**config.mk**
```make
export PLATFORM = sky130hd
export DESIGN_NAME = lift_floor_controller_top
export DESIGN_NICKNAME = d
export VERILOG_FILES = /design/src/rtl/lfc_pkg.sv /design/src/rtl/lfc_core.sv /design/src/rtl/lift_floor_controller_top.sv
export SDC_FILE = /design/constraint.sdc
export NUM_CORES = 1
export LEC_CHECK = 0
export CORE_MARGIN = 4
export CORE_UTILIZATION = 55
export CTS_CLUSTER_DIAMETER = 150
export DETAILED_ROUTE_END_ITERATION = 8
export DONT_BUFFER_PORTS = 1
export GPL_TIMING_DRIVEN = 0
export PLACE_DENSITY = 0.7
export SYNTH_ARGS = -nofsm -noshare
export SYNTH_HDL_FRONTEND = slang
export SYNTH_SLANG_ARGS = --single-unit
```
**constraint.sdc**
```tcl
create_clock -name i_clk -period 6 [get_ports i_clk]
set_clock_uncertainty 0.05 [all_clocks]
set_input_delay 1.2 -clock i_clk [delete_from_list [all_inputs] [get_ports i_clk]]
set_output_delay 1.2 -clock i_clk [all_outputs]
set_load 0.005 [all_outputs]
```
**src/rtl/lfc_pkg.sv**
```systemverilog
// Shared types, constants and helpers for the lift floor controller.
package lfc_pkg;

    localparam int FLOORS   = 3;
    localparam int FLOOR_W  = 2;
    localparam int BTN_W    = 3;
    localparam int DELAY_W  = 16;
    localparam int HIST_W   = FLOORS + 1;

    localparam logic [DELAY_W-1:0] STEP_DELAY_RST  = 16'd2000;
    localparam logic [DELAY_W-1:0] ALARM_DELAY_RST = 16'd100;

    typedef enum logic [0:0] {
        CFG_STEP_DELAY  = 1'b0,
        CFG_ALARM_DELAY = 1'b1
    } t_cfg_idx;

    typedef enum logic [1:0] {
        DIR_HOLD = 2'd0,
        DIR_UP   = 2'd1,
        DIR_DOWN = 2'd2
    } t_dir;

    typedef struct packed {
        logic               alarm_active;
        logic [FLOOR_W-1:0] goal_floor;
        logic [FLOOR_W-1:0] car_floor;
        logic               buzzer;
        logic [BTN_W-1:0]   floor_leds;
    } t_result;

    function automatic t_dir lfc_heading(input logic [FLOOR_W-1:0] goal,
                                         input logic [FLOOR_W-1:0] car);
        t_dir d;
        if (goal > car) begin
            d = DIR_UP;
        end else if (goal < car) begin
            d = DIR_DOWN;
        end else begin
            d = DIR_HOLD;
        end
        return d;
    endfunction

endpackage

```
**src/rtl/lfc_core.sv**
```systemverilog
// Per-tick state update: button edge scan, buzzer timing and car movement.
module lfc_core (
    input  logic                          i_clk,
    input  logic                          i_rst_n,
    input  logic                          i_advance,
    input  logic [lfc_pkg::BTN_W-1:0]     i_floor_buttons,
    input  logic                          i_alarm_button,
    input  logic [lfc_pkg::DELAY_W-1:0]   i_step_delay,
    input  logic [lfc_pkg::DELAY_W-1:0]   i_alarm_delay,
    output lfc_pkg::t_result              o_result
);
    import lfc_pkg::*;

    logic [HIST_W-1:0]  r_hist,     n_hist;
    logic               r_alarm_on, n_alarm_on;
    logic               r_buzzer,   n_buzzer;
    logic [FLOOR_W-1:0] r_car,      n_car;
    logic [FLOOR_W-1:0] r_goal,     n_goal;
    logic [DELAY_W-1:0] r_move_cd,  n_move_cd;
    logic [DELAY_W-1:0] r_tog_cd,   n_tog_cd;

    always_comb begin
        logic found;
        logic lvl;
        t_dir prev_dir;
        t_dir dir;
        n_hist     = r_hist;
        n_alarm_on = r_alarm_on;
        n_buzzer   = r_buzzer;
        n_car      = r_car;
        n_goal     = r_goal;
        n_move_cd  = (r_move_cd != '0) ? r_move_cd - 1'b1 : '0;
        n_tog_cd   = (r_tog_cd != '0) ? r_tog_cd - 1'b1 : '0;
        found      = 1'b0;
        lvl        = 1'b0;
        prev_dir   = DIR_HOLD;

        n_hist[FLOORS] = i_alarm_button;
        if (i_alarm_button && !r_hist[FLOORS]) begin
            n_goal     = r_car;
            n_alarm_on = 1'b1;
        end else begin
            for (int i = 0; i < FLOORS; i++) begin
                if (!found) begin
                    lvl        = i_floor_buttons[i];
                    n_hist[i]  = lvl;
                    if (lvl && !r_hist[i]) begin
                        found      = 1'b1;
                        prev_dir   = lfc_heading(r_goal, r_car);
                        n_goal     = FLOOR_W'(i);
                        n_alarm_on = 1'b0;
                        n_buzzer   = 1'b0;
                        if (lfc_heading(n_goal, r_car) != prev_dir) begin
                            n_move_cd = i_step_delay;
                        end
                    end
                end
            end
        end

        if (n_alarm_on && n_tog_cd == '0) begin
            n_buzzer = ~n_buzzer;
            n_tog_cd = i_alarm_delay;
        end

        dir = lfc_heading(n_goal, r_car);
        if (dir != DIR_HOLD && n_move_cd == '0) begin
            n_car     = (dir == DIR_UP) ? r_car + 1'b1 : r_car - 1'b1;
            n_move_cd = i_step_delay;
        end
    end

    always_comb begin
        o_result.floor_leds   = BTN_W'(1) << n_car;
        o_result.buzzer       = n_buzzer;
        o_result.car_floor    = n_car;
        o_result.goal_floor   = n_goal;
        o_result.alarm_active = n_alarm_on;
    end

    always_ff @(posedge i_clk) begin
        if (!i_rst_n) begin
            r_hist     <= '0;
            r_alarm_on <= 1'b0;
            r_buzzer   <= 1'b0;
            r_car      <= '0;
            r_goal     <= '0;
            r_move_cd  <= '0;
            r_tog_cd   <= '0;
        end else if (i_advance) begin
            r_hist     <= n_hist;
            r_alarm_on <= n_alarm_on;
            r_buzzer   <= n_buzzer;
            r_car      <= n_car;
            r_goal     <= n_goal;
            r_move_cd  <= n_move_cd;
            r_tog_cd   <= n_tog_cd;
        end
    end

    a_floor_range: assert property (@(posedge i_clk) disable iff (!i_rst_n)
        (r_car < FLOOR_W'(FLOORS)) && (r_goal < FLOOR_W'(FLOORS)))
        else $error("car or goal floor out of range");

    a_quiet_buzzer: assert property (@(posedge i_clk) disable iff (!i_rst_n)
        !r_alarm_on |-> !r_buzzer)
        else $error("buzzer on without alarm");

    a_hold_idle: assert property (@(posedge i_clk) disable iff (!i_rst_n)
        !i_advance |=> $stable(r_car) && $stable(r_goal) && $stable(r_move_cd))
        else $error("state changed without an item");

    a_step_reload: assert property (@(posedge i_clk) disable iff (!i_rst_n)
        i_advance && (n_car != r_car) |=> r_move_cd == $past(i_step_delay))
        else $error("car stepped without countdown reload");

endmodule

```
**src/rtl/lift_floor_controller_top.sv**
```systemverilog
// Lift floor controller top: stream ports, config registers, input and result stages.
// Output: m_axis_tvalid rises once the accepted item has moved from the input stage
// into the result stage.
// Throughput: one item per clock; a stalled output holds full stages, and s_axis_tready drops when both are full.
// Reset (i_rst_n low, synchronous): both stages empty, car and goal at floor 0,
// alarm and buzzer off, countdowns zero, step delay 2000, alarm delay 100.
module lift_floor_controller_top (
    input  logic        i_clk,
    input  logic        i_rst_n,
    input  logic        s_axis_tvalid,
    output logic        s_axis_tready,
    input  logic [7:0]  s_axis_tdata,   // [2:0] floor_buttons, [3] alarm_button
    output logic        m_axis_tvalid,
    input  logic        m_axis_tready,
    output logic [15:0] m_axis_tdata,   // [2:0] floor_leds, [3] buzzer, [5:4] car_floor,
                                        // [7:6] goal_floor, [8] alarm_active
    input  logic        i_cfg_we,
    input  logic        i_cfg_idx,
    input  logic [15:0] i_cfg_wdata
);
    import lfc_pkg::*;

    logic [DELAY_W-1:0] r_step_delay;
    logic [DELAY_W-1:0] r_alarm_delay;
    logic               r_in_valid;
    logic [BTN_W-1:0]   r_in_buttons;
    logic               r_in_alarm;
    logic               r_out_valid;
    t_result            r_out;
    t_result            w_result;
    logic               w_advance;

    assign w_advance     = r_in_valid && (!r_out_valid || m_axis_tready);
    assign s_axis_tready = !r_in_valid || w_advance;

    always_ff @(posedge i_clk) begin
        if (!i_rst_n) begin
            r_step_delay  <= STEP_DELAY_RST;
            r_alarm_delay <= ALARM_DELAY_RST;
        end else if (i_cfg_we) begin
            unique case (t_cfg_idx'(i_cfg_idx))
                CFG_STEP_DELAY:  r_step_delay  <= i_cfg_wdata;
                CFG_ALARM_DELAY: r_alarm_delay <= i_cfg_wdata;
                default:         r_step_delay  <= r_step_delay;
            endcase
        end
    end

    always_ff @(posedge i_clk) begin
        if (!i_rst_n) begin
            r_in_valid <= 1'b0;
        end else if (s_axis_tready) begin
            r_in_valid <= s_axis_tvalid;
        end
    end

    always_ff @(posedge i_clk) begin
        if (s_axis_tvalid && s_axis_tready) begin
            r_in_buttons <= s_axis_tdata[BTN_W-1:0];
            r_in_alarm   <= s_axis_tdata[BTN_W];
        end
    end

    lfc_core u_core (
        .i_clk           (i_clk),
        .i_rst_n         (i_rst_n),
        .i_advance       (w_advance),
        .i_floor_buttons (r_in_buttons),
        .i_alarm_button  (r_in_alarm),
        .i_step_delay    (r_step_delay),
        .i_alarm_delay   (r_alarm_delay),
        .o_result        (w_result)
    );

    always_ff @(posedge i_clk) begin
        if (!i_rst_n) begin
            r_out_valid <= 1'b0;
        end else if (w_advance) begin
            r_out_valid <= 1'b1;
        end else if (m_axis_tready) begin
            r_out_valid <= 1'b0;
        end
    end

    always_ff @(posedge i_clk) begin
        if (w_advance) begin
            r_out <= w_result;
        end
    end

    assign m_axis_tvalid = r_out_valid;
    assign m_axis_tdata  = 16'(r_out);

endmodule
```
Word-level counts from Yosys, hierarchy flattened
Cells that the tools add are included.
Operators by class
  add/subtract/negate cells: 4
  $lt $le $gt $ge: 10
  equal/unequal tests: 4
  shifts and indexed selects: 1
  multiplexer cells: 67
  bitwise operators: 5
  reduce and logical (&&, ||, !) cells: 27
Operators by type and width (count)
  $mux W16: 13
  $mux W2: 34
  $logic_not A16 Y1: 2
  $reduce_bool A16 Y1: 2
  $sub A16 B1 Y16 const B: 2
  $mux W1: 20
  $logic_and A1 B1 Y1: 8
  $logic_not A1 Y1: 6
  $ne A2 B2 Y1: 3
  $reduce_and A2 Y1: 3
  $reduce_and A3 Y1: 2
  $not A1 Y1: 5
  $gt A1 B2 Y1 const A: 2
  $gt A2 B2 Y1: 2
  $lt A1 B2 Y1 const A: 2
  $lt A2 B2 Y1: 2
  $reduce_bool A2 Y1: 2
  $shl A1 B2 Y3 const A: 1
  $add A2 B1 Y2 const B: 1
  $eq A2 B1 Y1 const B: 1
  $gt A2 B2 Y1 const A: 1
  $logic_or A1 B1 Y1: 2
  $lt A2 B2 Y1 const A: 1
  $sub A2 B1 Y2 const B: 1
Word-level totals
  bits in registers: 89
  input bits: 30
  output and inout port bits: 18
  word-level logic and storage cells: 139

Longest topological paths before layout
Gate-level depths: netlist of run 1.
  depth in word-level cells: 19
  depth in mapped cells: 15
  mapped depth without buffers: 13

By module
From an unflattened synthesis of run 1, not the netlist that was laid out.
Second synthesis, totals
  cells, all modules: 588
  area total of the unflattened synthesis: 5018.6 um2
By module, submodules not included
  lfc_core: times used 1, cells an instance 424, area an instance 3224.3 um2, sequential area each 840.8 um2
  lift_floor_controller_top: times used 1, cells an instance 164, area an instance 1794.2 um2, sequential area each 1071.0 um2

Least setup slack after synthesis of run 1
No wires, ideal clock.
  kind: register -> register
  from: register r_in_alarm
  to: register r_out (netlist bit m_axis_tdata[5]) (data pin)
  setup time: 255 ps
  data arrival time: 2893 ps
  data required time: 5695 ps
  slack: 2803 ps
  stages on the path, launching flop included: 13
  buffers on the path: 1
  clock period less this slack: 3197 ps
  path through: edfxtp_1 -> nor2b_1 -> clkbuf_1 -> o41ai_1 -> ha_1 -> nand2_1 -> a21oi_1 -> a211oi_1 -> nand3_1 -> or4_4 -> mux2i_4 -> nand2b_1 -> and2_1
On the way
  word-level cells in the longest chain between the ends: 8
  elaborated cells on any way between the ends: 13
  those cells by class: order compare (2); eq/ne (1); mux (6); reduce/logical (4)
Ends and longest elaborated chain
  start: declaration: RTL line lift_floor_controller_top.sv:27  | logic r_in_alarm;
  start signal: assignment: RTL line lift_floor_controller_top.sv:60  | r_in_alarm <= s_axis_tdata[BTN_W];
  $logic_and A1 B1 Y1 *: RTL line lfc_core.sv:39  | if (i_alarm_button && !r_hist[FLOORS]) begin
  $mux W2 *: RTL line lfc_core.sv:39
  named net u_core.n_goal[1]: RTL line lfc_core.sv:18  | logic [FLOOR_W-1:0] r_goal, n_goal;
  $lt A2 B2 Y1: RTL line lfc_pkg.sv:37  | end else if (goal < car) begin
  $mux W2: RTL line lfc_pkg.sv:37
  $mux W2 *: RTL line lfc_pkg.sv:35  | if (goal > car) begin
  $eq A2 B1 Y1 or $reduce_bool A2 Y1 (tied branches): RTL line lfc_core.sv:68, lfc_core.sv:67
  $mux W2 or $logic_and A1 B1 Y1 (tied branches): RTL line lfc_core.sv:68, lfc_core.sv:67
  $mux W2 *: RTL line lfc_core.sv:67  | if (dir != DIR_HOLD && n_move_cd == '0) begin
  named net u_core.n_car[1]: RTL line lfc_core.sv:17  | logic [FLOOR_W-1:0] r_car, n_car;
  end signal: assignment: RTL line lift_floor_controller_top.sv:87  | r_out <= w_result;
  end: declaration: RTL line lift_floor_controller_top.sv:29  | t_result r_out;
The timed path passes the listed nets; every way through them passes the cells marked *.
A chain may end at the register's enable or synchronous reset.

Worst setup path after layout of run 1
Same ends and word-level chain as after synthesis.

==> out/metrics.csv, run 1 <==
metric,value,unit
synth top area cells,"dfxtp_1 32%, edfxtp_1 8.1%, nand2_1 7.7%",
Hold Path Class,reg2reg,
Root Buffer,clkbuf_8,
clk slew on worst S/H paths,100,ps
Leak,1.996,nW
most frequent cells after synthesis,"99 x nand2_1, 76 x dfxtp_1, 45 x nor2_1",
Peak VDD IR,0.1519,mV
pre-CTS WS,2314,ps
"Async S/R FF share, synth",0,%
final RePlAce weighted congestion,0.9412,
Die ar.,10320,µm²
Fin Hold WS,409.8,ps
share of the synthesized area in the top cell type,31.57,%
FILL cells,773,
post-CTS sizing,0,
RR Startpoint,r_in_alarm$_DFFE_PP_,
reg2reg setup slack,2250,ps
period utilization,62.50,%
worst-margin pin slew,1042,ps
worst endpoint required time,6070,ps
Final TNS setup,0,ps
hpwl dp,9154,µm
max cap viols,0,
Final Max Slew Viols,0,
vias,4468,
First-pass DRT Iterations,5,
number of synthesized register bits,89,
hold depth,2,
Rel. slew slack,28.75,%
top-level I/O count,48,
fmax,0.2667,GHz
yosys warns,0,
metal2 WL,5700,µm
maximum level of the CTS H-tree,3,
minimum clock period,3750,ps
Crit. End Element,register,
Layout Utilization,61.90,%
vias in the first global route,4175,
cts hold-fix bufs,0,
"Clk Latency, worst-skew pair",370,ps
Yosys top cell by area,dfxtp_1,
Post-route DRC,0,
Hold EP,r_alarm_delay[9]$_SDFFE_PN0P_,
routed len/inst,17.35,µm
M1 WL,5634,µm
CTS max path bufs,2,
met3 WL,997,µm
Worst R2R End,m_axis_tdata[5]$_DFFE_PP_,
Seq. cell area,1912,µm²
1st-iter DRT viols,478,
post-layout worst setup margin,2250,ps
total track usage,25.79,%
CP startpoint kind,register,
std cell rows,33,
number of setup violations in the final report,0,
TritonCTS clock tree,done,
Hold Fails Final Rpt,0,
starting density of the core,57.50,%
synth unique cells,60,
top-count cell post-synth,nand2_1,
Top Metal Used,met4,
cts bufs inserted,9,
Hold Crit Start,r_alarm_delay[9]$_SDFFE_PN0P_,
register area share after synthesis,39.67,%
Core Footprint,8382,µm²
initial antenna violation count,0,
CP Max Fanout,10,
synthesized area per cell,8.060,µm²
commonest register cell after synthesis,dfxtp_1,
clock sinks,89,
Area growth syn-to-layout,7.658,%
IO buf count,0,
CP arrival,3820,ps
Vias/cell,6.171,
die height,101.6,µm
ant diodes,0,
RSZ-0062 raised after global routing,false,
Post-Syn Area,4820,µm²
Post-Route WL,12560,µm
gr ovfl total,0,
status,"complete, no violations",
largest net degree at the start of global routing,19,
share of layout cells above drive strength 1,7.270,%
R2R cell count,12,
"antenna viol nets, final",0,
Final Total Pwr,1.452,mW
CP Class,reg2reg,
width of the chip,101.6,µm
synthesized instance count,598,
Post-CTS Setup Bufs,0,
first-pass GRT wire length,20980,µm
multi-input combinational cell area,2636,µm²
Final nets,656,
P per Cell Area,279.8,nW/µm²
count of flip-flops with a built-in enable after synthesis,13,
==> cells in the final DEF, fill, tap and decap left out, drive strengths merged, types with 13 or more instances in the layout <==
| master | instances |
|---|---|
| a21oi | 41 |
| a31oi | 13 |
| buf | 15 |
| clkbuf | 41 |
| dfxtp | 76 |
| edfxtp | 13 |
| inv | 18 |
| nand2 | 101 |
| nand3 | 20 |
| nor2 | 45 |
| nor2b | 15 |
| nor3 | 22 |
| nor4 | 15 |
| o21ai | 41 |
==> layer usage <==
metal	global-route usage (%)	up-vias
met4	7.566	0
li1	-	2141
met3	6.267	23
met2	39.94	194
met1	35.75	2110
met5	0	-
==> through the flow <==
stage / cells / instance area (µm²)
after floorplan: 604 / 4842
after global placement: 709 / 4974
after detailed placement: 709 / 4974
after CTS: 724 / 5189
after global routing: 724 / 5189
final: 724 / 5189
==> power by group <==
group          leakage (nW)  internal [mW]  switching, mW  total [mW]
clock network         0.110          0.235          0.223       0.458
registers             0.746          0.641         0.0368       0.678
logic                  1.14          0.122          0.194       0.316
total                  2.00          0.998          0.454        1.45
==> registers in the layout, summed over array words and instances (netlist names) <==
name and count:
u_core.r_goal 2, m_axis_tvalid 1, r_alarm_delay 16, m_axis_tdata 9
u_core.r_move_cd 16, u_core.r_hist 4, u_core.r_car 2, r_in_valid 1
u_core.r_tog_cd 16, u_core.r_alarm_on 1, r_in_alarm 1, r_in_buttons 3
u_core.r_buzzer 1, r_step_delay 16
==> logic make-up (layout without fill, tap and decap cells) <==
group | count (synthesis) | after routing | synth area share (%)
AO/OA/AOI/OAI | 135 | 135 | 17.16
XOR/XNOR | 18 | 18 | 3.271
adder cells (fa/ha/maj) | 11 | 11 | 2.856
buffers and inverters | 64 | 79 | 6.101
flip-flops | 89 | 89 | 39.67
multiplexers | 12 | 12 | 2.778
other | 1 | 7 | 0.07781
AND/OR/NAND/NOR | 268 | 268 | 28.09
==> worst max-delay path by stage <==
stage | from | end | slack [ps]
CTS | r_in_alarm$_DFFE_PP_ | m_axis_tdata[5]$_DFFE_PP_ | 2300
global route | u_core.r_car[1]$_SDFFE_PN0P_ | u_core.r_move_cd[1]$_SDFFE_PN0P_ | 1970
finish | r_in_alarm$_DFFE_PP_ | m_axis_tdata[5]$_DFFE_PP_ | 2250
global placement | r_in_alarm$_DFFE_PP_ | m_axis_tdata[5]$_DFFE_PP_ | 2410
floorplan | r_in_alarm$_DFFE_PP_ | m_axis_tdata[5]$_DFFE_PP_ | 2800
detailed placement | u_core.r_car[1]$_SDFFE_PN0P_ | m_axis_tdata[5]$_DFFE_PP_ | 2310
==> cell type report <==
| cell class | instances | share of cell area [%] |
|---|---|---|
| plain buffers | 47 | 4.437 |
| inverters | 17 | 1.230 |
| clock buffers | 9 | 2.387 |
| clock inverters | 6 | 1.760 |
| flip-flops and latches | 89 | 36.85 |
| well taps | 105 | 2.532 |
| multi-input cells | 451 | 50.81 |
==> worst max-delay path: stages, from the launching register on <==
cell,delay (ps)
edfxtp_1,410
nor2b_1,170
clkbuf_1,210
o41ai_1,700
ha_1,360
nand2_1,70
a21oi_1,70
a211oi_1,250
nand3_1,110
or4_4,530
mux2i_4,260
nand2b_1,140
and2_1,180
Power figures use the tool's default switching activity.
==> run 2: changes to the inputs <==
Clock period 6 ns to 3.8 ns, I/O delays scaled along.
==> run 2 against run 1 <==
  * Final cell count is 0.28% higher
  * Critical path type unchanged
  * Fmax rose by 5.5%
  * Via count up 0.38%
  * Worst hold slack worse by 0.65 ps
  * Die area is the same
  * Register-to-register slack got worse by 2000 ps
  * Setup slack got worse by 2000 ps
  * Routed wire length is 0.52% higher
  * Critical endpoint unchanged
  * Highest routed layer unchanged
==> out/metrics.csv, run 2 (same netlist as run 1, synthesis figures left out) <==
metric,value,unit,change
status,"complete, no violations",,
top-level I/O count,48,,unchanged
Layout Utilization,62.23,%,+0.33 points
CP startpoint kind,register,,
IO buf count,0,,unchanged
Final nets,658,,+0.30%
Area growth syn-to-layout,8.229,%,
share of layout cells above drive strength 1,8.052,%,+0.78 points
first-pass GRT wire length,20980,µm,unchanged
gr ovfl total,0,,unchanged
final RePlAce weighted congestion,0.9412,,unchanged
largest net degree at the start of global routing,19,,unchanged
Vias/cell,6.178,,+0.10%
Peak VDD IR,0.2411,mV,+59%
hpwl dp,9154,µm,unchanged
max cap viols,0,,unchanged
TritonCTS clock tree,done,,
Post-route DRC,0,,unchanged
Final Max Slew Viols,0,,unchanged
fmax,0.2813,GHz,+5.5%
Placed Instances,709,,unchanged
"Clk Latency, worst-skew pair",360,ps,about the same
std cell rows,33,,unchanged
number of setup violations in the final report,0,,unchanged
CP arrival,3620,ps,-200 ps
width of the chip,101.6,µm,unchanged
worst-margin pin slew,977.0,ps,-64.82 ps
"non-filler cells, final",726,,+0.28%
R2R cell count,14,,+2
First-pass DRT Iterations,5,,unchanged
CTS max path bufs,2,,unchanged
CP Class,reg2reg,,
total track usage,25.79,%,unchanged
"leading cell type in the layout, fill and taps excluded",nand2_1,,
RSZ-0062 raised after global routing,false,,
"antenna viol nets, final",0,,unchanged
vias in the first global route,4175,,unchanged
Rel. slew slack,34.87,%,+6.1 points
cts bufs inserted,9,,unchanged
Crit. End Element,register,,
ant diodes,0,,unchanged
clk slew on worst S/H paths,90,ps,about the same
Hold Fails Final Rpt,0,,unchanged
Post-DP Area,4974,µm²,unchanged
Final TNS setup,0,ps,unchanged
P per Cell Area,440.1,nW/µm²,+57%
hold depth,2,,unchanged
die height,101.6,µm,unchanged
Hold Path Class,reg2reg,,
CP Max Fanout,10,,unchanged
worst endpoint required time,3860,ps,-2210 ps
Root Buffer,clkbuf_8,,
Die ar.,10320,µm²,unchanged
clock sinks,89,,unchanged
most frequent cells in the layout,"99 x nand2_1, 76 x dfxtp_1, 45 x nor2_1",,
period utilization,93.55,%,+31 points
routed len/inst,17.39,µm,+0.24%
initial antenna violation count,0,,unchanged
minimum clock period,3555,ps,-195.2 ps
starting density of the core,57.50,%,unchanged
Leak,2.016,nW,+1.0%
Post-Route WL,12620,µm,+0.52%
Final Instance Area,5216,µm²,+0.53%
Core Footprint,8382,µm²,unchanged
vias,4485,,+0.38%
maximum level of the CTS H-tree,3,,unchanged
1st-iter DRT viols,476,,-0.42%
[run 2: cell count changes in the layout (fill, tap and decap cells not counted)]
cell / delta
a2111oi_0: -1
a2111oi_1: +1
buf_4: +2
clkbuf_1: -1
clkbuf_2: +1
nor2b_1: -1
nor2b_2: +1
o41ai_1: -1
o41ai_2: +1
[run 2: final cells by class]
class	count	area, µm²
clock buffers	9	123.9
clock inverters	6	91.34
plain buffers	47	231.5
well taps	105	131.4
repair buffers	2	15.01
multi-input cells	451	2648
inverters	17	63.81
flip-flops and latches	89	1912
fillers	769	3166
[run 2: metal layers]
layer | routed length [µm] | part of all wire [%] | global-route usage [%]
met1 | 5676 | 45 | 35.75
met2 | 5786 | 46 | 39.94
met3 | 1001 | 7.9 | 6.267
met4 | 158 | 1.3 | 7.566
met5 | 0 | 0 | 0
[run 2: worst paths after layout]
path,slack [ps],end,startpoint
max reg2reg,250,m_axis_tdata[5]$_DFFE_PP_,r_in_alarm$_DFFE_PP_
min,410,r_alarm_delay[9]$_SDFFE_PN0P_,r_alarm_delay[9]$_SDFFE_PN0P_
max,250,m_axis_tdata[5]$_DFFE_PP_,r_in_alarm$_DFFE_PP_
min reg2reg,410,r_alarm_delay[9]$_SDFFE_PN0P_,r_alarm_delay[9]$_SDFFE_PN0P_
[run 2: through the flow]
step	hold slack [ps]	total power, mW	worst slack, ps
after floorplan	386.5	1.465	602.7
after global placement	399.1	1.565	213.2
after detailed placement	399.4	1.576	113.6
after CTS	415.1	2.289	96.83
after global routing	417.7	2.411	21.26
final	409.2	2.296	245.0
[run 2: critical path, stage by stage, from the launching register on]
cell	delay, ps
edfxtp_1	370
nor2b_1	200
clkbuf_2	260
nand2b_1	210
nor2_1	70
a21oi_1	260
ha_1	290
nand2_1	60
a21oi_1	70
a211oi_1	250
nand3_1	110
or4_4	530
mux2i_4	260
nand2b_1	140
and2_1	180
[run 2: what timing repair did]
item                                    4_1_cts  5_1_grt
hold buffers                                  0        0
endpoints found under the setup margin        0       17
gates resized for setup                       0        5
buffers inserted                              0        2
[run 2: report_power, final]
group | switching [mW] | total (mW) | internal [mW]
Clock | 0.351 | 0.721 | 0.371
Sequential | 0.0583 | 1.07 | 1.01
Combinational | 0.308 | 0.504 | 0.197
